### src/hw/rtl/mlps_pkg.sv
package mlps_pkg;

  localparam int unsigned TIME_W = 32;
  localparam int unsigned REG_W  = 16;
  localparam int unsigned CNT_W  = 16;
  localparam int unsigned ANG_W  = 32;
  localparam int unsigned CFG_IDX_W = 4;

  typedef logic [1:0] kind_t;
  localparam kind_t KIND_NONE     = 2'd0;
  localparam kind_t KIND_OPTIONS  = 2'd1;
  localparam kind_t KIND_POSITION = 2'd2;

  localparam logic [CFG_IDX_W-1:0] REG_OPTION_PERIOD   = 4'd0;
  localparam logic [CFG_IDX_W-1:0] REG_POSITION_PERIOD = 4'd1;
  localparam logic [CFG_IDX_W-1:0] REG_REPLY_TIMEOUT   = 4'd2;
  localparam logic [CFG_IDX_W-1:0] REG_ONLINE_TIMEOUT  = 4'd3;

  localparam logic [REG_W-1:0] OPTION_PERIOD_RST   = 16'd500;
  localparam logic [REG_W-1:0] POSITION_PERIOD_RST = 16'd50;
  localparam logic [REG_W-1:0] REPLY_TIMEOUT_RST   = 16'd100;
  localparam logic [REG_W-1:0] ONLINE_TIMEOUT_RST  = 16'd1500;

  localparam logic [TIME_W-1:0] REQUEST_TIME_RST =
    TIME_W'(0) - {{(TIME_W-REG_W){1'b0}}, OPTION_PERIOD_RST};
  localparam logic [TIME_W-1:0] POLL_TIME_RST =
    TIME_W'(0) - {{(TIME_W-REG_W){1'b0}}, POSITION_PERIOD_RST};

  localparam logic [CNT_W-1:0] CNT_MAX = {CNT_W{1'b1}};

  typedef struct packed {
    logic [TIME_W-1:0] now_time;
    logic              frame_seen;
    logic              options_seen;
    logic              option_emm_bit;
    logic              option_loop_bit;
    logic              position_seen;
    logic [ANG_W-1:0]  position_word;
    logic              session_active;
    logic              tx_ready;
  } item_t;

  typedef struct packed {
    logic  valid;
    item_t item;
  } head_t;

  typedef struct packed {
    logic              send_options;
    logic              send_position;
    logic              online;
    logic              opts_known;
    logic              firmware_ok;
    logic              closed_loop;
    logic              command_allowed;
    logic              motion_allowed;
    logic [CNT_W-1:0]  option_timeouts;
    logic [CNT_W-1:0]  position_timeouts;
    logic [ANG_W-1:0]  angle_word;
    logic              angle_valid;
  } result_t;

  function automatic logic [CNT_W-1:0] sat_inc(input logic [CNT_W-1:0] v);
    return (v != CNT_MAX) ? v + CNT_W'(1) : v;
  endfunction

endpackage

### src/hw/rtl/mlps_in_if.sv
interface mlps_in_if;
  import mlps_pkg::*;

  logic              valid;
  logic              ready;
  logic [TIME_W-1:0] now_time;
  logic              frame_seen;
  logic              options_seen;
  logic              option_emm_bit;
  logic              option_loop_bit;
  logic              position_seen;
  logic [ANG_W-1:0]  position_word;
  logic              session_active;
  logic              tx_ready;

  modport source (
    output valid, now_time, frame_seen, options_seen, option_emm_bit,
           option_loop_bit, position_seen, position_word, session_active, tx_ready,
    input  ready
  );

  modport sink (
    input  valid, now_time, frame_seen, options_seen, option_emm_bit,
           option_loop_bit, position_seen, position_word, session_active, tx_ready,
    output ready
  );
endinterface

### src/hw/rtl/mlps_out_if.sv
interface mlps_out_if;
  import mlps_pkg::*;

  logic             valid;
  logic             ready;
  logic             send_options;
  logic             send_position;
  logic             online;
  logic             opts_known;
  logic             firmware_ok;
  logic             closed_loop;
  logic             command_allowed;
  logic             motion_allowed;
  logic [CNT_W-1:0] option_timeouts;
  logic [CNT_W-1:0] position_timeouts;
  logic [ANG_W-1:0] angle_word;
  logic             angle_valid;

  modport source (
    output valid, send_options, send_position, online, opts_known, firmware_ok,
           closed_loop, command_allowed, motion_allowed, option_timeouts,
           position_timeouts, angle_word, angle_valid,
    input  ready
  );

  modport sink (
    input  valid, send_options, send_position, online, opts_known, firmware_ok,
           closed_loop, command_allowed, motion_allowed, option_timeouts,
           position_timeouts, angle_word, angle_valid,
    output ready
  );
endinterface

### src/hw/rtl/mlps_front.sv
module mlps_front (
  input  logic            clk,
  input  logic            rst_n,
  mlps_in_if.sink         in_ch,
  output mlps_pkg::head_t head,
  input  logic            pop
);
  import mlps_pkg::*;

  item_t      q_r [2];
  logic       wr_ptr_r, wr_ptr_nxt;
  logic       rd_ptr_r, rd_ptr_nxt;
  logic [1:0] cnt_r, cnt_nxt;
  logic       push;
  logic       do_pop;
  item_t      in_item;

  assign in_ch.ready = (cnt_r != 2'd2);
  assign push        = in_ch.valid && in_ch.ready;
  assign do_pop      = pop && (cnt_r != 2'd0);

  always_comb begin
    in_item.now_time        = in_ch.now_time;
    in_item.frame_seen      = in_ch.frame_seen;
    in_item.options_seen    = in_ch.options_seen;
    in_item.option_emm_bit  = in_ch.option_emm_bit;
    in_item.option_loop_bit = in_ch.option_loop_bit;
    in_item.position_seen   = in_ch.position_seen;
    in_item.position_word   = in_ch.position_word;
    in_item.session_active  = in_ch.session_active;
    in_item.tx_ready        = in_ch.tx_ready;
  end

  always_comb begin
    wr_ptr_nxt = push ? ~wr_ptr_r : wr_ptr_r;
    rd_ptr_nxt = do_pop ? ~rd_ptr_r : rd_ptr_r;
    cnt_nxt    = cnt_r + {1'b0, push} - {1'b0, do_pop};
  end

  always_ff @(posedge clk) begin
    if (!rst_n) begin
      wr_ptr_r <= 1'b0;
      rd_ptr_r <= 1'b0;
      cnt_r    <= 2'd0;
    end else begin
      wr_ptr_r <= wr_ptr_nxt;
      rd_ptr_r <= rd_ptr_nxt;
      cnt_r    <= cnt_nxt;
    end
  end

  always_ff @(posedge clk) begin
    if (push) begin
      q_r[wr_ptr_r] <= in_item;
    end
  end

  assign head.valid = (cnt_r != 2'd0);
  assign head.item  = q_r[rd_ptr_r];

  a_cnt_bound: assert property (@(posedge clk) disable iff (!rst_n)
    cnt_r != 2'd3) else $error("queue count overflow");

  a_ptr_gap: assert property (@(posedge clk) disable iff (!rst_n)
    (cnt_r == 2'd1) |-> (wr_ptr_r != rd_ptr_r)) else $error("queue pointers out of step");

  a_pop_valid: assert property (@(posedge clk) disable iff (!rst_n)
    (pop && !head.valid) |=> $stable(rd_ptr_r)) else $error("pop from empty queue");

endmodule

### src/hw/rtl/mlps_back.sv
module mlps_back (
  input  logic                              clk,
  input  logic                              rst_n,
  input  logic                              cfg_wr_en,
  input  logic [mlps_pkg::CFG_IDX_W-1:0]    cfg_index,
  input  logic [mlps_pkg::REG_W-1:0]        cfg_wdata,
  input  mlps_pkg::head_t                   head,
  output logic                              pop,
  mlps_out_if.source                        out_ch
);
  import mlps_pkg::*;

  logic [REG_W-1:0]  opt_period_r, pos_period_r, reply_tmo_r, online_tmo_r;

  kind_t             pending_r, pending_nxt;
  logic [TIME_W-1:0] request_time_r, request_time_nxt;
  logic [TIME_W-1:0] poll_time_r, poll_time_nxt;
  logic [TIME_W-1:0] option_time_r, option_time_nxt;
  logic [TIME_W-1:0] reply_time_r, reply_time_nxt;
  logic              opts_valid_r, opts_valid_nxt;
  logic              firmware_r, firmware_nxt;
  logic              loop_r, loop_nxt;
  logic [ANG_W-1:0]  angle_r, angle_nxt;
  logic              angle_valid_r, angle_valid_nxt;
  logic [CNT_W-1:0]  opt_cnt_r, opt_cnt_nxt;
  logic [CNT_W-1:0]  pos_cnt_r, pos_cnt_nxt;

  logic              out_valid_r;
  result_t           res_r, res_nxt;
  logic              load;

  item_t             it;
  logic [TIME_W-1:0] age_req, age_opt, age_poll, age_reply;
  logic              send_opt, send_pos, online, cmd_ok;

  assign it   = head.item;
  assign load = head.valid && (!out_valid_r || out_ch.ready);
  assign pop  = load;

  always_ff @(posedge clk) begin
    if (!rst_n) begin
      opt_period_r <= OPTION_PERIOD_RST;
      pos_period_r <= POSITION_PERIOD_RST;
      reply_tmo_r  <= REPLY_TIMEOUT_RST;
      online_tmo_r <= ONLINE_TIMEOUT_RST;
    end else if (cfg_wr_en) begin
      unique case (cfg_index)
        REG_OPTION_PERIOD:   opt_period_r <= cfg_wdata;
        REG_POSITION_PERIOD: pos_period_r <= cfg_wdata;
        REG_REPLY_TIMEOUT:   reply_tmo_r  <= cfg_wdata;
        REG_ONLINE_TIMEOUT:  online_tmo_r <= cfg_wdata;
        default: ;
      endcase
    end
  end

  always_comb begin
    pending_nxt      = pending_r;
    request_time_nxt = request_time_r;
    poll_time_nxt    = poll_time_r;
    option_time_nxt  = option_time_r;
    reply_time_nxt   = reply_time_r;
    opts_valid_nxt   = opts_valid_r;
    firmware_nxt     = firmware_r;
    loop_nxt         = loop_r;
    angle_nxt        = angle_r;
    angle_valid_nxt  = angle_valid_r;
    opt_cnt_nxt      = opt_cnt_r;
    pos_cnt_nxt      = pos_cnt_r;
    send_opt         = 1'b0;
    send_pos         = 1'b0;

    // drop an option query once a session runs
    if (it.session_active && pending_nxt == KIND_OPTIONS) begin
      pending_nxt = KIND_NONE;
    end
    if (it.frame_seen) begin
      reply_time_nxt = it.now_time;
    end
    if (it.options_seen) begin
      opts_valid_nxt  = 1'b1;
      firmware_nxt    = !it.option_emm_bit;
      loop_nxt        = it.option_loop_bit;
      option_time_nxt = it.now_time;
      if (pending_nxt == KIND_OPTIONS) begin
        pending_nxt = KIND_NONE;
      end
    end
    if (it.position_seen) begin
      angle_nxt       = it.position_word;
      angle_valid_nxt = 1'b1;
      if (pending_nxt == KIND_POSITION) begin
        pending_nxt = KIND_NONE;
      end
    end

    age_req   = it.now_time - request_time_r;
    age_opt   = it.now_time - option_time_nxt;
    age_poll  = it.now_time - poll_time_r;
    age_reply = it.now_time - reply_time_nxt;

    // expire a stale request
    if (pending_nxt != KIND_NONE &&
        age_req >= {{(TIME_W-REG_W){1'b0}}, reply_tmo_r}) begin
      if (pending_nxt == KIND_OPTIONS) begin
        opt_cnt_nxt = sat_inc(opt_cnt_r);
      end else begin
        pos_cnt_nxt = sat_inc(pos_cnt_r);
      end
      pending_nxt = KIND_NONE;
    end

    if (pending_nxt == KIND_NONE) begin
      if (!it.session_active && (!opts_valid_nxt ||
          age_opt >= {{(TIME_W-REG_W){1'b0}}, opt_period_r})) begin
        if (it.tx_ready) begin
          send_opt         = 1'b1;
          request_time_nxt = it.now_time;
          pending_nxt      = KIND_OPTIONS;
        end
      end else if (opts_valid_nxt &&
                   age_poll >= {{(TIME_W-REG_W){1'b0}}, pos_period_r}) begin
        if (it.tx_ready) begin
          send_pos         = 1'b1;
          request_time_nxt = it.now_time;
          poll_time_nxt    = it.now_time;
          pending_nxt      = KIND_POSITION;
        end
      end
    end

    online = opts_valid_nxt && (age_reply <= {{(TIME_W-REG_W){1'b0}}, online_tmo_r});
    cmd_ok = (online || it.session_active) && opts_valid_nxt && firmware_nxt;

    res_nxt.send_options      = send_opt;
    res_nxt.send_position     = send_pos;
    res_nxt.online            = online;
    res_nxt.opts_known        = opts_valid_nxt;
    res_nxt.firmware_ok       = firmware_nxt;
    res_nxt.closed_loop       = loop_nxt;
    res_nxt.command_allowed   = cmd_ok;
    res_nxt.motion_allowed    = cmd_ok && loop_nxt;
    res_nxt.option_timeouts   = opt_cnt_nxt;
    res_nxt.position_timeouts = pos_cnt_nxt;
    res_nxt.angle_word        = angle_nxt;
    res_nxt.angle_valid       = angle_valid_nxt;
  end

  always_ff @(posedge clk) begin
    if (!rst_n) begin
      pending_r      <= KIND_NONE;
      request_time_r <= REQUEST_TIME_RST;
      poll_time_r    <= POLL_TIME_RST;
      option_time_r  <= '0;
      reply_time_r   <= '0;
      opts_valid_r   <= 1'b0;
      firmware_r     <= 1'b0;
      loop_r         <= 1'b0;
      angle_r        <= '0;
      angle_valid_r  <= 1'b0;
      opt_cnt_r      <= '0;
      pos_cnt_r      <= '0;
      out_valid_r    <= 1'b0;
    end else begin
      if (load) begin
        pending_r      <= pending_nxt;
        request_time_r <= request_time_nxt;
        poll_time_r    <= poll_time_nxt;
        option_time_r  <= option_time_nxt;
        reply_time_r   <= reply_time_nxt;
        opts_valid_r   <= opts_valid_nxt;
        firmware_r     <= firmware_nxt;
        loop_r         <= loop_nxt;
        angle_r        <= angle_nxt;
        angle_valid_r  <= angle_valid_nxt;
        opt_cnt_r      <= opt_cnt_nxt;
        pos_cnt_r      <= pos_cnt_nxt;
        out_valid_r    <= 1'b1;
      end else if (out_ch.ready) begin
        out_valid_r    <= 1'b0;
      end
    end
  end

  always_ff @(posedge clk) begin
    if (load) begin
      res_r <= res_nxt;
    end
  end

  assign out_ch.valid             = out_valid_r;
  assign out_ch.send_options      = res_r.send_options;
  assign out_ch.send_position     = res_r.send_position;
  assign out_ch.online            = res_r.online;
  assign out_ch.opts_known        = res_r.opts_known;
  assign out_ch.firmware_ok       = res_r.firmware_ok;
  assign out_ch.closed_loop       = res_r.closed_loop;
  assign out_ch.command_allowed   = res_r.command_allowed;
  assign out_ch.motion_allowed    = res_r.motion_allowed;
  assign out_ch.option_timeouts   = res_r.option_timeouts;
  assign out_ch.position_timeouts = res_r.position_timeouts;
  assign out_ch.angle_word        = res_r.angle_word;
  assign out_ch.angle_valid       = res_r.angle_valid;

  a_no_code3: assert property (@(posedge clk) disable iff (!rst_n)
    pending_r != 2'd3) else $error("unused pending code reached");

  a_opt_sent: assert property (@(posedge clk) disable iff (!rst_n)
    (load && send_opt) |=> (pending_r == KIND_OPTIONS && res_r.send_options))
    else $error("option query sent without pending slot");

  a_one_req: assert property (@(posedge clk) disable iff (!rst_n)
    out_valid_r |-> !(res_r.send_options && res_r.send_position))
    else $error("two requests in one beat");

  a_cnt_mono: assert property (@(posedge clk) disable iff (!rst_n)
    load |=> (opt_cnt_r >= $past(opt_cnt_r) && pos_cnt_r >= $past(pos_cnt_r)))
    else $error("timeout count went down");

endmodule

### src/hw/rtl/motor_link_poll_scheduler.sv
// An accepted beat is written into the queue, then loaded into the result register
// and offered on the result channel. Throughput: one beat per cycle unless the
// result channel stalls; the back end updates its state whenever it loads a beat.
// A two-entry queue decouples input acceptance from result stalls.
// Reset (rst_n low, synchronous) restores register defaults and clears state.
module motor_link_poll_scheduler (
  input  logic                           clk,
  input  logic                           rst_n,
  input  logic                           cfg_wr_en,
  input  logic [mlps_pkg::CFG_IDX_W-1:0] cfg_index,
  input  logic [mlps_pkg::REG_W-1:0]     cfg_wdata,
  mlps_in_if.sink                        in_ch,
  mlps_out_if.source                     out_ch
);
  import mlps_pkg::*;

  head_t head;
  logic  pop;

  mlps_front u_front (
    .clk   (clk),
    .rst_n (rst_n),
    .in_ch (in_ch),
    .head  (head),
    .pop   (pop)
  );

  mlps_back u_back (
    .clk       (clk),
    .rst_n     (rst_n),
    .cfg_wr_en (cfg_wr_en),
    .cfg_index (cfg_index),
    .cfg_wdata (cfg_wdata),
    .head      (head),
    .pop       (pop),
    .out_ch    (out_ch)
  );

endmodule
### src/flat_wrapper.sv
// flat-port wrapper written by rule: the top's interface ports become plain ports
module motor_link_poll_scheduler_flat import mlps_pkg::*;
  (clk, rst_n, cfg_wr_en, cfg_index, cfg_wdata, in_ch_valid, in_ch_now_time, in_ch_frame_seen, in_ch_options_seen, in_ch_option_emm_bit, in_ch_option_loop_bit, in_ch_position_seen, in_ch_position_word, in_ch_session_active, in_ch_tx_ready, in_ch_ready, out_ch_valid, out_ch_send_options, out_ch_send_position, out_ch_online, out_ch_opts_known, out_ch_firmware_ok, out_ch_closed_loop, out_ch_command_allowed, out_ch_motion_allowed, out_ch_option_timeouts, out_ch_position_timeouts, out_ch_angle_word, out_ch_angle_valid, out_ch_ready);
  mlps_in_if in_ch_i ();
  mlps_out_if out_ch_i ();
  input  logic clk;
  input  logic rst_n;
  input  logic cfg_wr_en;
  input  logic [mlps_pkg::CFG_IDX_W-1:0] cfg_index;
  input  logic [mlps_pkg::REG_W-1:0] cfg_wdata;
  input wire logic [$bits(in_ch_i.valid)-1:0] in_ch_valid;
  input wire logic [$bits(in_ch_i.now_time)-1:0] in_ch_now_time;
  input wire logic [$bits(in_ch_i.frame_seen)-1:0] in_ch_frame_seen;
  input wire logic [$bits(in_ch_i.options_seen)-1:0] in_ch_options_seen;
  input wire logic [$bits(in_ch_i.option_emm_bit)-1:0] in_ch_option_emm_bit;
  input wire logic [$bits(in_ch_i.option_loop_bit)-1:0] in_ch_option_loop_bit;
  input wire logic [$bits(in_ch_i.position_seen)-1:0] in_ch_position_seen;
  input wire logic [$bits(in_ch_i.position_word)-1:0] in_ch_position_word;
  input wire logic [$bits(in_ch_i.session_active)-1:0] in_ch_session_active;
  input wire logic [$bits(in_ch_i.tx_ready)-1:0] in_ch_tx_ready;
  output wire logic [$bits(in_ch_i.ready)-1:0] in_ch_ready;
  output wire logic [$bits(out_ch_i.valid)-1:0] out_ch_valid;
  output wire logic [$bits(out_ch_i.send_options)-1:0] out_ch_send_options;
  output wire logic [$bits(out_ch_i.send_position)-1:0] out_ch_send_position;
  output wire logic [$bits(out_ch_i.online)-1:0] out_ch_online;
  output wire logic [$bits(out_ch_i.opts_known)-1:0] out_ch_opts_known;
  output wire logic [$bits(out_ch_i.firmware_ok)-1:0] out_ch_firmware_ok;
  output wire logic [$bits(out_ch_i.closed_loop)-1:0] out_ch_closed_loop;
  output wire logic [$bits(out_ch_i.command_allowed)-1:0] out_ch_command_allowed;
  output wire logic [$bits(out_ch_i.motion_allowed)-1:0] out_ch_motion_allowed;
  output wire logic [$bits(out_ch_i.option_timeouts)-1:0] out_ch_option_timeouts;
  output wire logic [$bits(out_ch_i.position_timeouts)-1:0] out_ch_position_timeouts;
  output wire logic [$bits(out_ch_i.angle_word)-1:0] out_ch_angle_word;
  output wire logic [$bits(out_ch_i.angle_valid)-1:0] out_ch_angle_valid;
  input wire logic [$bits(out_ch_i.ready)-1:0] out_ch_ready;
  assign in_ch_i.valid = in_ch_valid;
  assign in_ch_i.now_time = in_ch_now_time;
  assign in_ch_i.frame_seen = in_ch_frame_seen;
  assign in_ch_i.options_seen = in_ch_options_seen;
  assign in_ch_i.option_emm_bit = in_ch_option_emm_bit;
  assign in_ch_i.option_loop_bit = in_ch_option_loop_bit;
  assign in_ch_i.position_seen = in_ch_position_seen;
  assign in_ch_i.position_word = in_ch_position_word;
  assign in_ch_i.session_active = in_ch_session_active;
  assign in_ch_i.tx_ready = in_ch_tx_ready;
  assign in_ch_ready = in_ch_i.ready;
  assign out_ch_valid = out_ch_i.valid;
  assign out_ch_send_options = out_ch_i.send_options;
  assign out_ch_send_position = out_ch_i.send_position;
  assign out_ch_online = out_ch_i.online;
  assign out_ch_opts_known = out_ch_i.opts_known;
  assign out_ch_firmware_ok = out_ch_i.firmware_ok;
  assign out_ch_closed_loop = out_ch_i.closed_loop;
  assign out_ch_command_allowed = out_ch_i.command_allowed;
  assign out_ch_motion_allowed = out_ch_i.motion_allowed;
  assign out_ch_option_timeouts = out_ch_i.option_timeouts;
  assign out_ch_position_timeouts = out_ch_i.position_timeouts;
  assign out_ch_angle_word = out_ch_i.angle_word;
  assign out_ch_angle_valid = out_ch_i.angle_valid;
  assign out_ch_i.ready = out_ch_ready;
  motor_link_poll_scheduler u_core (.clk(clk), .rst_n(rst_n), .cfg_wr_en(cfg_wr_en), .cfg_index(cfg_index), .cfg_wdata(cfg_wdata), .in_ch(in_ch_i), .out_ch(out_ch_i));
endmodule
### config.mk
export PLATFORM = sky130hd
export DESIGN_NAME = motor_link_poll_scheduler_flat
export DESIGN_NICKNAME = d
export VERILOG_FILES = /design/src/hw/rtl/mlps_pkg.sv /design/src/hw/rtl/mlps_in_if.sv /design/src/hw/rtl/mlps_out_if.sv /design/src/hw/rtl/mlps_front.sv /design/src/hw/rtl/mlps_back.sv /design/src/hw/rtl/motor_link_poll_scheduler.sv /design/src/flat_wrapper.sv
export SDC_FILE = /design/constraint.sdc
export NUM_CORES = 1
export LEC_CHECK = 0
export ABC_AREA = 1
export BUFFER_PORTS_ARGS = -buffer_cell sky130_fd_sc_hd__buf_2
export CORE_AREA = 4 4 269 271
export DETAILED_ROUTE_END_ITERATION = 12
export DIE_AREA = 0 0 273 275
export PLACE_DENSITY_LB_ADDON = 0.15
export SLEW_MARGIN = 5
export SYNTH_ARGS = -nofsm -noshare
export SYNTH_HDL_FRONTEND = slang
export SYNTH_SLANG_ARGS = --single-unit
### constraint.sdc
create_clock -name clk -period 11.2 [get_ports clk]
set_clock_uncertainty 0.2 [all_clocks]
set_input_delay 1.12 -clock clk [delete_from_list [all_inputs] [get_ports clk]]
set_output_delay 1.12 -clock clk [all_outputs]
set_load 0.05 [all_outputs]
# Word-level counts from Yosys, hierarchy flattened
# Memories as Yosys holds them, arrays and structs flattened. A register that Yosys moved wholly into a read port is not among the register bits.
# Index checks and enable logic that the tools add are counted.
totals:
  n_memories: 1
  input_bits: 96
  mem_bits_rw: 142
  ff_bits: 340
  wordCells: 126
  output_inout_bits: 75
classes:
  addsub: 8
  eq_ne: 10
  muxes: 34
  reduce_logical: 32
  order_cmp: 4
  bitwise_logic: 5
memory_table:
  columns: ["name", "depth", "word_bits", "rd", "rd_clocked_by_memory_dff", "write_ports", "line_no", "source"]
  rows:
  - ["u_core.u_front.q_r", 2, 71, 1, 1, 1, "mlps_front.sv:10", "item_t q_r [2];"]
op_table:
  columns: ["operator", "count"]
  rows:
  - ["$mux W32", 6]
  - ["$sub A32 B32 Y32", 4]
  - ["$ge A32 B16 Y1", 3]
  - ["$mux W16", 6]
  - ["$add A16 B1 Y16 const B", 2]
  - ["$le A32 B16 Y1", 1]
  - ["$ne A16 B16 Y1 const B", 2]
  - ["$mux W2", 11]
  - ["$logic_and A1 B1 Y1", 11]
  - ["$mux W1", 11]
  - ["$reduce_and A2 Y1", 5]
  - ["$eq A4 B2 Y1 const B", 2]
  - ["$reduce_bool A2 Y1", 4]
  - ["$eq A2 B1 Y1 const B", 3]
  - ["$not A1 Y1", 5]
  - ["$reduce_and A5 Y1", 1]
  - ["$eq A4 B1 Y1 const B", 1]
  - ["$logic_not A1 Y1", 4]
  - ["$logic_not A4 Y1", 1]
  - ["$logic_or A1 B1 Y1", 3]
  - ["$reduce_and A3 Y1", 1]
  - ["$reduce_or A3 Y1", 1]
  - ["$add A2 B1 Y2", 1]
  - ["$eq A2 B2 Y1 const B", 1]
  - ["other kinds (3)", 3]

# Depth between registers and ports, before layout
# Gate-level depths: netlist of the first run.
depth:
  ltp_word: 16
  ltp_mapped: 38
  mapped_depth_nobuf: 33

# Hierarchy
# From an unflattened synthesis of the first run, not the netlist that was laid out.
hier_totals:
  hier_cells: 4192
  hier_area_um2: 31159.9
by_module_without_submodules:
  columns: ["mod", "area_each_um2", "cells_per_inst", "instances", "seq_area_each_um2"]
  rows:
  - ["mlps_back", 25446.9, 3935, 1, 7457.2]
  - ["mlps_front", 5713.0, 257, 1, 4364.2]

# Least setup slack after synthesis of the first run
# OpenSTA, ideal clock, no wires.
synth_timing:
  kind: "input to register"
  start: "input port out_ch_ready"
  end: "register u_core.u_front.cnt_r[1]"
  t_required_ps: 10930
  slack_ps: 5872
  stages: 10
  arrival_ps: 5058
  setup_time_ps: 70
  path_buffers: 2
  cell_sequence: "nor2_1 -> a21oi_1 -> clkbuf_1 -> clkbuf_1 -> ha_1 -> inv_1 -> ha_1 -> xor2_1 -> o21ai_0 -> a21oi_1"
synth_between:
  elab_chain_len: 4
synth_rtl:
  columns: ["item", "line_no", "source"]
  rows:
  - ["start, declared", "flat_wrapper.sv:35", "input wire logic [$bits(out_ch_i.ready)-1:0] out_ch_ready;"]
  - ["$logic_or A1 B1 Y1", "mlps_back.sv:37", "assign load = head.valid && (!out_valid_r || out_ch.ready);"]
  - ["$logic_and A1 B1 Y1", "mlps_back.sv:37", null]
  - ["via u_core.pop", "motor_link_poll_scheduler.sv:18", "logic pop;"]
  - ["$logic_and A1 B1 Y1", "mlps_front.sv:20", "assign do_pop = pop && (cnt_r != 2'd0);"]
  - ["$sub A2 B1 Y2", "mlps_front.sv:37", "cnt_nxt = cnt_r + {1'b0, push} - {1'b0, do_pop};"]
  - ["end signal, assigned", "mlps_front.sv:48", "cnt_r <= cnt_nxt;"]
  - ["end, declared", "mlps_front.sv:13", "logic [1:0] cnt_r, cnt_nxt;"]
# The timed path passes the listed nets, and every way through them passes these cells.
# A chain may end at the register's enable or synchronous reset.

==> results.toml, run 1 <==
[clocking]
htreeDepth = 2
ctsHoldBuffers = 0
cts_made_buffers = 55
cts_resized = 0
clk_latency_ps = 630
clk_pin_slew_ps = 60
post_cts_buffers = 0
cts_tree = "done"
cts-root-buf = "clkbuf_16"
cts_buffer_depth = 3
cts_sinks = 483

[drt]
wl_per_cell_um = 16.71
drt_iter0_drc = 1846
via_per_inst = 5.039
vias = 26530
wl_met1_um = 40470
wl_met3_um = 3579
dr_wl_met2_um = 41750
ant_nets = 0
highest_layer = "met5"
drt_first_pass_iters = 7
drcViolationCount = 0
routed_wirelength_um = 87970

[place]
port_buffers = 170
routabilityCongestion = 0.9385
hpwl_um = 67010

[floorplan]
ios = 171
dieHeight_um = 275
fp.dieW_um = 273
coreArea_mm2 = 0.06979
die-area_mm2 = 0.07508
start_util_pct = 42.64
num_rows = 97

[sta]
slew_viol_final = 0
fin_crit_sh_pct = 67.71
totalNegativeSetupSlack_ps = 0
relSlewSlack_pct = 25.58
fin_crit_ps = 7583
setup_violations = 0
fmax_mhz = 131.9
final-hold-violation-count = 0
tightestPinTransition_ps = 1116
rsz0062_at_grt = "no"

[logic_synthesis]
synthArstFlopShare_pct = 0
yosys.cell_count.top_type = "nand2_1"
synth_top_area_cell = "edfxtp_1"
synthesis.area_mm2 = 0.02976
ys_top_cells_by_area = "edfxtp_1, dfxtp_1, nand2_1"
syn_inst = 4166
synth.net_count = 4460
synth_edf_count = 215
yosys.area.top_type_share_pct = 21.70
seq_area_frac_synth_pct = 39.72
ys_seq_elements = 483
synth_ff_type = "dfxtp_1"
synth_common_cells = "nand2_1, inv_1, nor2_1"
yosysUniqueCellTypes = 46
synth.avg_cell_area_um2 = 7.143
yosys_warnings = 0

[run]
maxCapViolCount = 0

[worst_hold_path]
min_from = "u_core.u_back.poll_time_r[12]"
worstHoldPathCells = 2
holdPathEnd = "u_core.u_back.poll_time_r[12]"
hold_class = "reg2reg"

[worst_setup_path]
worstPathRequired_ps = 11470
crit_family = "simple AND/OR/NAND/NOR gates"
reg2reg_to = "u_core.u_back.poll_time_r[3]"
path_max_fanout = 72
path_buf_inv = 5
critPathMostFrequentCell = "nand2_1"
worst_setup_path_end_kind = "flop"
cpPeakStageDelay_ps = 680
cp_slowest_cell = "nor2_4"
worstSetupStartpointType = "flop"
arrival_ps = 7850
reg2regPathDepth = 32
crit_type = "reg2reg"
r2r_setup_slack_ps = 3620

[status]
status = "complete, no violations"

[grt]
grt_max_degree = 101
grt_pass1_vias = 25460
grtUsageTotal_pct = 22.98
antenna_found_initial = 2
grt-ovfl-total = 0
grt_pass1_wl_um = 138000

[finish]
n_fill_cell = 7164
fin_nets = 4572
drive_above_1_share_pct = 7.377
syn_to_final_growth_pct = 11.56
[state kept, by name, summed over array words and instances, names as in the netlist, 16 cells and up, named ones only]
signal                                  cells
u_core.u_back.opt_period_r                 16
u_core.u_back.poll_time_r                  32
u_core.u_back.pos_period_r                 16
u_core.u_back.reply_tmo_r                  16
u_core.u_back.out_ch.option_timeouts       16
u_core.u_back.out_ch.angle_word            32
u_core.u_back.reply_time_r                 32
u_core.u_back.request_time_r               32
u_core.u_back.opt_cnt_r                    16
u_core.u_front.q_r                        142
u_core.u_back.out_ch.position_timeouts     16
u_core.u_back.pos_cnt_r                    16
u_core.u_back.angle_r                      32
u_core.u_back.option_time_r                32
u_core.u_back.online_tmo_r                 16
[worst max path at each step]
| stage | depth (start not counted) | end | slack [ps] |
|---|---|---|---|
| floorplan | 10 | u_core.u_front.cnt_r[1] | 5870 |
| CTS | 32 | u_core.u_back.poll_time_r[3] | 3470 |
| detailed placement | 32 | u_core.u_back.poll_time_r[27] | 3600 |
| global placement | 32 | u_core.u_back.poll_time_r[29] | 3620 |
| finish | 32 | u_core.u_back.poll_time_r[3] | 3620 |
| global route | 33 | u_core.u_back.poll_time_r[13] | 2680 |
[cell type report]
type                       count  area (um^2)  area share [%]
sequential                   483        11820           35.61
clock buffer                  71         1506           4.538
inverter                     592         2226           6.705
clock inverter                32        287.8          0.8668
timing repair buffer         188        988.4           2.977
multi-input combinational   2958        15190           45.75
antenna                        1        2.502        0.007538
tap                          940         1176           3.543
[cell families after synthesis]
| logic type | synth area share [%] |
|---|---|
| adders and majority gates | 8.426 |
| and+or+nand+nor | 26.33 |
| AOI/OAI and AO/OA | 13.27 |
| DFF | 39.72 |
| muxes | 0.03364 |
| xor gates and xnor gates | 2.855 |
| buffers and inverters | 9.363 |
[cells in the final DEF, fill, tap and decap left out, types with 5 or more instances in the layout]
master / synthesis / final
a211oi_1: 15 / 15
nand3_1: 246 / 246
o211ai_1: 33 / 33
and2_1: 5 / 5
inv_1: 587 / 584
o21a_1: 7 / 7
nor4_1: 7 / 7
or2_2: 15 / 15
ha_1: 194 / 194
clkbuf_8: 0 / 7
dfxtp_1: 268 / 267
xnor2_1: 13 / 13
nor3_1: 56 / 56
edfxtp_1: 215 / 215
clkinv_2: 0 / 14
buf_2: 13 / 169
clkbuf_16: 0 / 55
clkinvlp_4: 0 / 7
o21bai_1: 16 / 16
clkbuf_1: 104 / 9
nand2_1: 1183 / 1181
xor2_1: 84 / 84
a21oi_1: 273 / 272
buf_4: 4 / 19
nand4_1: 27 / 27
o21ai_0: 317 / 317
o21ai_1: 31 / 31
nor2_1: 360 / 357
a31oi_1: 32 / 32
nand2_2: 5 / 7
clkinv_1: 2 / 6
nand3b_1: 14 / 14
[metal layers]
| layer | vias up | GRT usage (%) |
|---|---|---|
| li1 | 13800 | - |
| met1 | 12100 | 31.17 |
| met2 | 514 | 39.46 |
| met3 | 119 | 2.433 |
| met4 | 2 | 5.813 |
| met5 | - | 0 |
[metrics by stage]
step	hold slack, ps	utilization [%]	area (um^2)	worst slack, ps	instances
2_1_floorplan	225.7	-	29760	5872	4166
3_3_place_gp	239.0	45.00	31400	3623	5161
3_5_place_dp	239.7	45.00	31400	3604	5161
4_1_cts	259.3	47.57	33200	3474	5264
5_1_grt	274.9	47.57	33200	2682	5264
6_report	255.2	47.57	33200	3617	5265
[worst min-delay path: stages, from the launching register on]
cell,delay (ps)
dfxtp_1,320
nand2_1,50
nand3_1,50
Power of run 1 is left out: the tool's default activity adds up to more than one toggle a clock period on the data nets, which glitch-free logic cannot reach.
==> run 2, diff against run 1 <==
==> constraint.sdc (replaced) <==
create_clock -name clk -period 6.7 [get_ports clk]
set_clock_uncertainty 0.2 [all_clocks]
set_input_delay 0.67 -clock clk [delete_from_list [all_inputs] [get_ports clk]]
set_output_delay 0.67 -clock clk [all_outputs]
set_load 0.05 [all_outputs]
==> results.toml, run 2 (synthesis results as in run 1) <==
[drt]
drt_first_pass_iters = 6
vias = 26910
drt_iter0_drc = 2012
routed_wirelength_um = 87890
ant_nets = 0
via_per_inst = 5.040
wl_per_cell_um = 16.46
drcViolationCount = 0

[sta]
rsz0062_at_grt = "no"
fmax_mhz = 161.7
fin_crit_sh_pct = 92.31
totalNegativeSetupSlack_ps = 0
relSlewSlack_pct = 30.25
final-hold-violation-count = 0
slew_viol_final = 0
tightestPinTransition_ps = 1046
fin_crit_ps = 6185
setup_violations = 0

[run]
maxCapViolCount = 0

[finish]
largest_register_ff_count = 142
fin_nets = 4643
n_fill_cell = 7035
drive_above_1_share_pct = 8.005
design_area_mm2 = 0.03399
layout_common_cells = "nand2_1, inv_1, nor2_1, o21ai_0, a21oi_1"
largest_register = "u_core.u_front.q_r"
syn_to_final_growth_pct = 14.23
final_common_cell = "nand2_1"

[status]
status = "complete, no violations"

[clocking]
htreeDepth = 2
cts-root-buf = "clkbuf_16"
cts_buffer_depth = 3
cts_made_buffers = 56
cts_tree = "done"
clk_pin_slew_ps = 60
clk_latency_ps = 630
cts_sinks = 483

[worst_hold_path]
hold_class = "in2reg"

[floorplan]
ios = 171
dieHeight_um = 275
num_rows = 97
fp.dieW_um = 273
die-area_mm2 = 0.07508
coreArea_mm2 = 0.06979
start_util_pct = 42.64

[worst_setup_path]
arrival_ps = 6450
worst_setup_path_end_kind = "flop"
path_max_fanout = 49
crit_type = "reg2reg"
worstSetupStartpointType = "flop"
worstPathRequired_ps = 6970

[grt]
grtUsageTotal_pct = 22.96
use_met2_pct = 39.50
antenna_found_initial = 3
use_met3_pct = 2.712
grt_pass1_wl_um = 138000
grt_pass1_vias = 25500
grt-ovfl-total = 0
grt_max_degree = 163
use_met1_pct = 30.84
busiest_layer = "met2"

[place]
hpwl_um = 66810
place_area_mm2 = 0.03162
routabilityCongestion = 0.9759
port_buffers = 170
-- run 2: changes by cell type in the layout (fill, tap and decap cells not counted), moves of 2 or more --
| cell | previous run | this run |
|---|---|---|
| bufinv_16 | 2 | 4 |
| clkinv_2 | 14 | 11 |
| inv_4 | 1 | 5 |
| dlygate4sd3_1 | 0 | 43 |
| clkbuf_16 | 55 | 58 |
| clkinv_1 | 6 | 3 |
| buf_4 | 19 | 45 |
-- run 2: final cells by class --
cell class / count / area, um^2 / area share, %
Tap cell: 940 / 1176 / 3.460
Inverter: 592 / 2228 / 6.556
Antenna cell: 2 / 5.005 / 0.01472
Sequential cell: 483 / 11820 / 34.78
Timing Repair Buffer: 258 / 1634 / 4.807
Clock inverter: 32 / 361.6 / 1.064
Clock buffer: 74 / 1572 / 4.623
Multi-Input combinational cell: 2958 / 15190 / 44.70
-- run 2: metrics by stage --
stage / hold slack, ps / setup WS, ps / util [%] / cells
5_1_grt: 0.8915 / 55.13 / 48.71 / 5339
3_5_place_dp: 242.8 / 465.4 / 45.31 / 5188
6_report: 38.71 / 515.4 / 48.71 / 5339
2_1_floorplan: 225.7 / 1822 / - / 4166
3_3_place_gp: 236.6 / 615.8 / 45.31 / 5188
4_1_cts: 0.4580 / 425.9 / 48.68 / 5336
-- run 2: metal layers --
| metal | vias to the layer above | share of wire, % | wire (um) |
|---|---|---|---|
| li1 | 13930 | - | - |
| met1 | 12310 | 46 | 40610 |
| met2 | 539 | 47 | 41390 |
| met3 | 120 | 4.3 | 3777 |
| met4 | 2 | 2.4 | 2105 |
| met5 | - | 0.015 | 13 |
-- run 2: worst paths after layout --
check                               start                              end  slack [ps]  depth (start not counted)
setup reg to reg                     flop  u_core.u_back.request_time_r[2]         520                         26
hold / removal         in_ch_options_seen        u_core.u_front.q_r[1][37]          40                          1
hold reg to reg   u_core.u_front.rd_ptr_r                             flop         250                          1
setup / recovery                     flop  u_core.u_back.request_time_r[2]         520                         26
-- run 2: timing repair --
item,4_1_cts,5_1_grt
setup buffers,0,0
hold buffers,42,1
endpoints found under the setup margin,0,18
resized for setup,0,3
hold endpoints to repair,83,2
-- run 2: critical path: stages (launching register included) --
cell and delay (ps):
dfxtp_2 460, inv_4 270, or2_2 360, o21ai_0 300
inv_1 410, ha_1 480, nand2_1 110, nor2_1 300
nand3_1 130, nand2_1 130, xor2_1 210, ha_1 280
a21oi_1 170, nor3_1 60, a211oi_1 190, nand3_1 130
nor2_1 170, nand3_1 120, nor2_2 240, nand3_1 140
nand2_2 150, nor2_1 70, nand2_2 50, buf_4 310
inv_2 310, nand2_1 130, nand3_1 80
Power of run 2 is left out for the same reason.
==> run 3, diff against run 2 <==
--- a/config.mk
+++ b/config.mk
@@ -10,6 +10,7 @@
 export CORE_AREA = 4 4 269 271
 export DETAILED_ROUTE_END_ITERATION = 12
 export DIE_AREA = 0 0 273 275
+export MAX_ROUTING_LAYER = met4
 export PLACE_DENSITY_LB_ADDON = 0.15
 export SLEW_MARGIN = 5
 export SYNTH_ARGS = -nofsm -noshare
==> results.toml, run 3 (synthesis results as in run 1) <==
[status]
status = "complete, no violations"

[worst_setup_path]
cpPeakStageDelay_ps = 460
crit_type = "reg2reg"
arrival_ps = 6240
worstPathRequired_ps = 6960
critPathMostFrequentCell = "nand3_1"
crit_path_end = "u_core.u_back.request_time_r[12]"
reg2reg_to = "u_core.u_back.request_time_r[12]"
path_max_fanout = 33
worstSetupStartpointType = "flop"
cp_slowest_cell = "ha_1"
r2r_setup_slack_ps = 720
reg2regPathDepth = 28
worst_setup_path_end_kind = "flop"

[finish]
layout_common_cells = "nand2_1, inv_1, nor2_1, o21ai_0, a21oi_1"
multiInputGateArea_mm2 = 0.01520
largest_register_ff_count = 142
fin_nets = 4661
antenna_cells = 0
final_common_cell = "nand2_1"
largest_register = "u_core.u_front.q_r"
ff_latch_area_mm2 = 0.01182
syn_to_final_growth_pct = 15.06
drive_above_1_share_pct = 7.725
fin_util_pct = 49.07
n_fill_cell = 7070

[floorplan]
die-area_mm2 = 0.07508
num_rows = 97
dieHeight_um = 275
ios = 171
start_util_pct = 42.64
fp.dieW_um = 273
coreArea_mm2 = 0.06979

[place]
routabilityCongestion = 0.9843
port_buffers = 170
hpwl_um = 66780

[drt]
drt_iter0_drc = 1688
drcViolationCount = 0
drt_first_pass_iters = 5
via_per_inst = 5.021
routed_wirelength_um = 88960
vias = 26880
ant_nets = 0
wl_per_cell_um = 16.62

[worst_hold_path]
worstHoldPathCells = 1
hold_class = "in2reg"

[sta]
relSlewSlack_pct = 31.14
rsz0062_at_grt = "no"
slew_viol_final = 0
totalNegativeSetupSlack_ps = 0
fin_crit_ps = 5979
setup_violations = 0
fin_crit_sh_pct = 89.25
tightestPinTransition_ps = 1033
final-hold-violation-count = 0
fmax_mhz = 167.2

[grt]
grt-ovfl-total = 0
use_met2_pct = 39.04
grt_max_degree = 150
grt_pass1_wl_um = 139000
antenna_found_initial = 1
use_met1_pct = 30.82
busiest_layer = "met2"
grt_pass1_vias = 25730
grtUsageTotal_pct = 23.89
use_met3_pct = 3.236

[clocking]
cts_buffer_depth = 3
clk_latency_ps = 660
cts_made_buffers = 56
cts_tree = "done"
cts-root-buf = "clkbuf_16"
htreeDepth = 2
cts_sinks = 483
clk_pin_slew_ps = 60

[run]
maxCapViolCount = 0
==> run 3: changes by cell type in the layout (fill, tap and decap cells not counted), sizes merged <==
| cell | delta |
|---|---|
| clkinvlp | -1 |
| nor2 | +1 |
| buf | -9 |
| inv | -3 |
| dlygate4sd3 | +26 |
| clkinv | +4 |
| diode | -2 |
| bufinv | +2 |
| clkbuf | -3 |
==> run 3: per-stage QoR <==
stage / cell area (um^2) / setup WS, ps / cells / hold WS [ps]
finish: 34240 / 720.5 / 5354 / 51.43
global route: 34240 / 109.7 / 5354 / 16.85
CTS: 34220 / 145.5 / 5352 / 4.043
detailed placement: 31560 / 223.2 / 5178 / 235.8
global placement: 31560 / 386.6 / 5178 / 233.8
floorplan: 29760 / 1822 / 4166 / 225.7
==> run 3: cell type report <==
class	count	share of cell area, %
Multi-Input combinational cell	2959	44.39
Sequential cell	483	34.53
Inverter	592	6.501
Timing Repair Buffer	275	5.372
Clock buffer	71	4.495
Tap cell	940	3.435
Clock inverter	34	1.275
==> run 3: worst max-delay path, delay by kind of cell, from the launching register on <==
family / cells / cell delay (ps)
buffers and inverters: 4 / 1160
adders and majority gates: 2 / 740
DFF: 1 / 450
xor gates and xnor gates: 1 / 210
and+or+nand+nor: 19 / 2690
AOI/OAI and AO/OA: 2 / 320
==> run 3: per-layer routing <==
| metal | share of wire (%) | vias to the layer above |
|---|---|---|
| met5 | 0 | - |
| met4 | 3.4 | 0 |
| met3 | 4.8 | 161 |
| met2 | 47 | 534 |
| met1 | 45 | 12200 |
| li1 | - | 13990 |
==> run 3: how the worst min path moves through the flow <==
| stage | from | slack (ps) | endpoint |
|---|---|---|---|
| floorplan | u_core.u_front.rd_ptr_r | 230 | flop |
| global placement | u_core.u_front.rd_ptr_r | 230 | flop |
| detailed placement | u_core.u_front.rd_ptr_r | 240 | flop |
| CTS | in_ch_now_time[29] | 4 | u_core.u_front.q_r[1][68] |
| global route | in_ch_now_time[29] | 20 | u_core.u_front.q_r[1][68] |
| finish | in_ch_now_time[29] | 50 | u_core.u_front.q_r[1][68] |
==> run 3: repair_timing <==
item / 4_1_cts / 5_1_grt
setup buffers: 0 / 1
endpoints found under the setup margin: 0 / 30
endpoints found under the hold margin: 137 / 0
hold buffers: 69 / 0
resized for setup: 0 / 1
Power of run 3 is left out for the same reason.
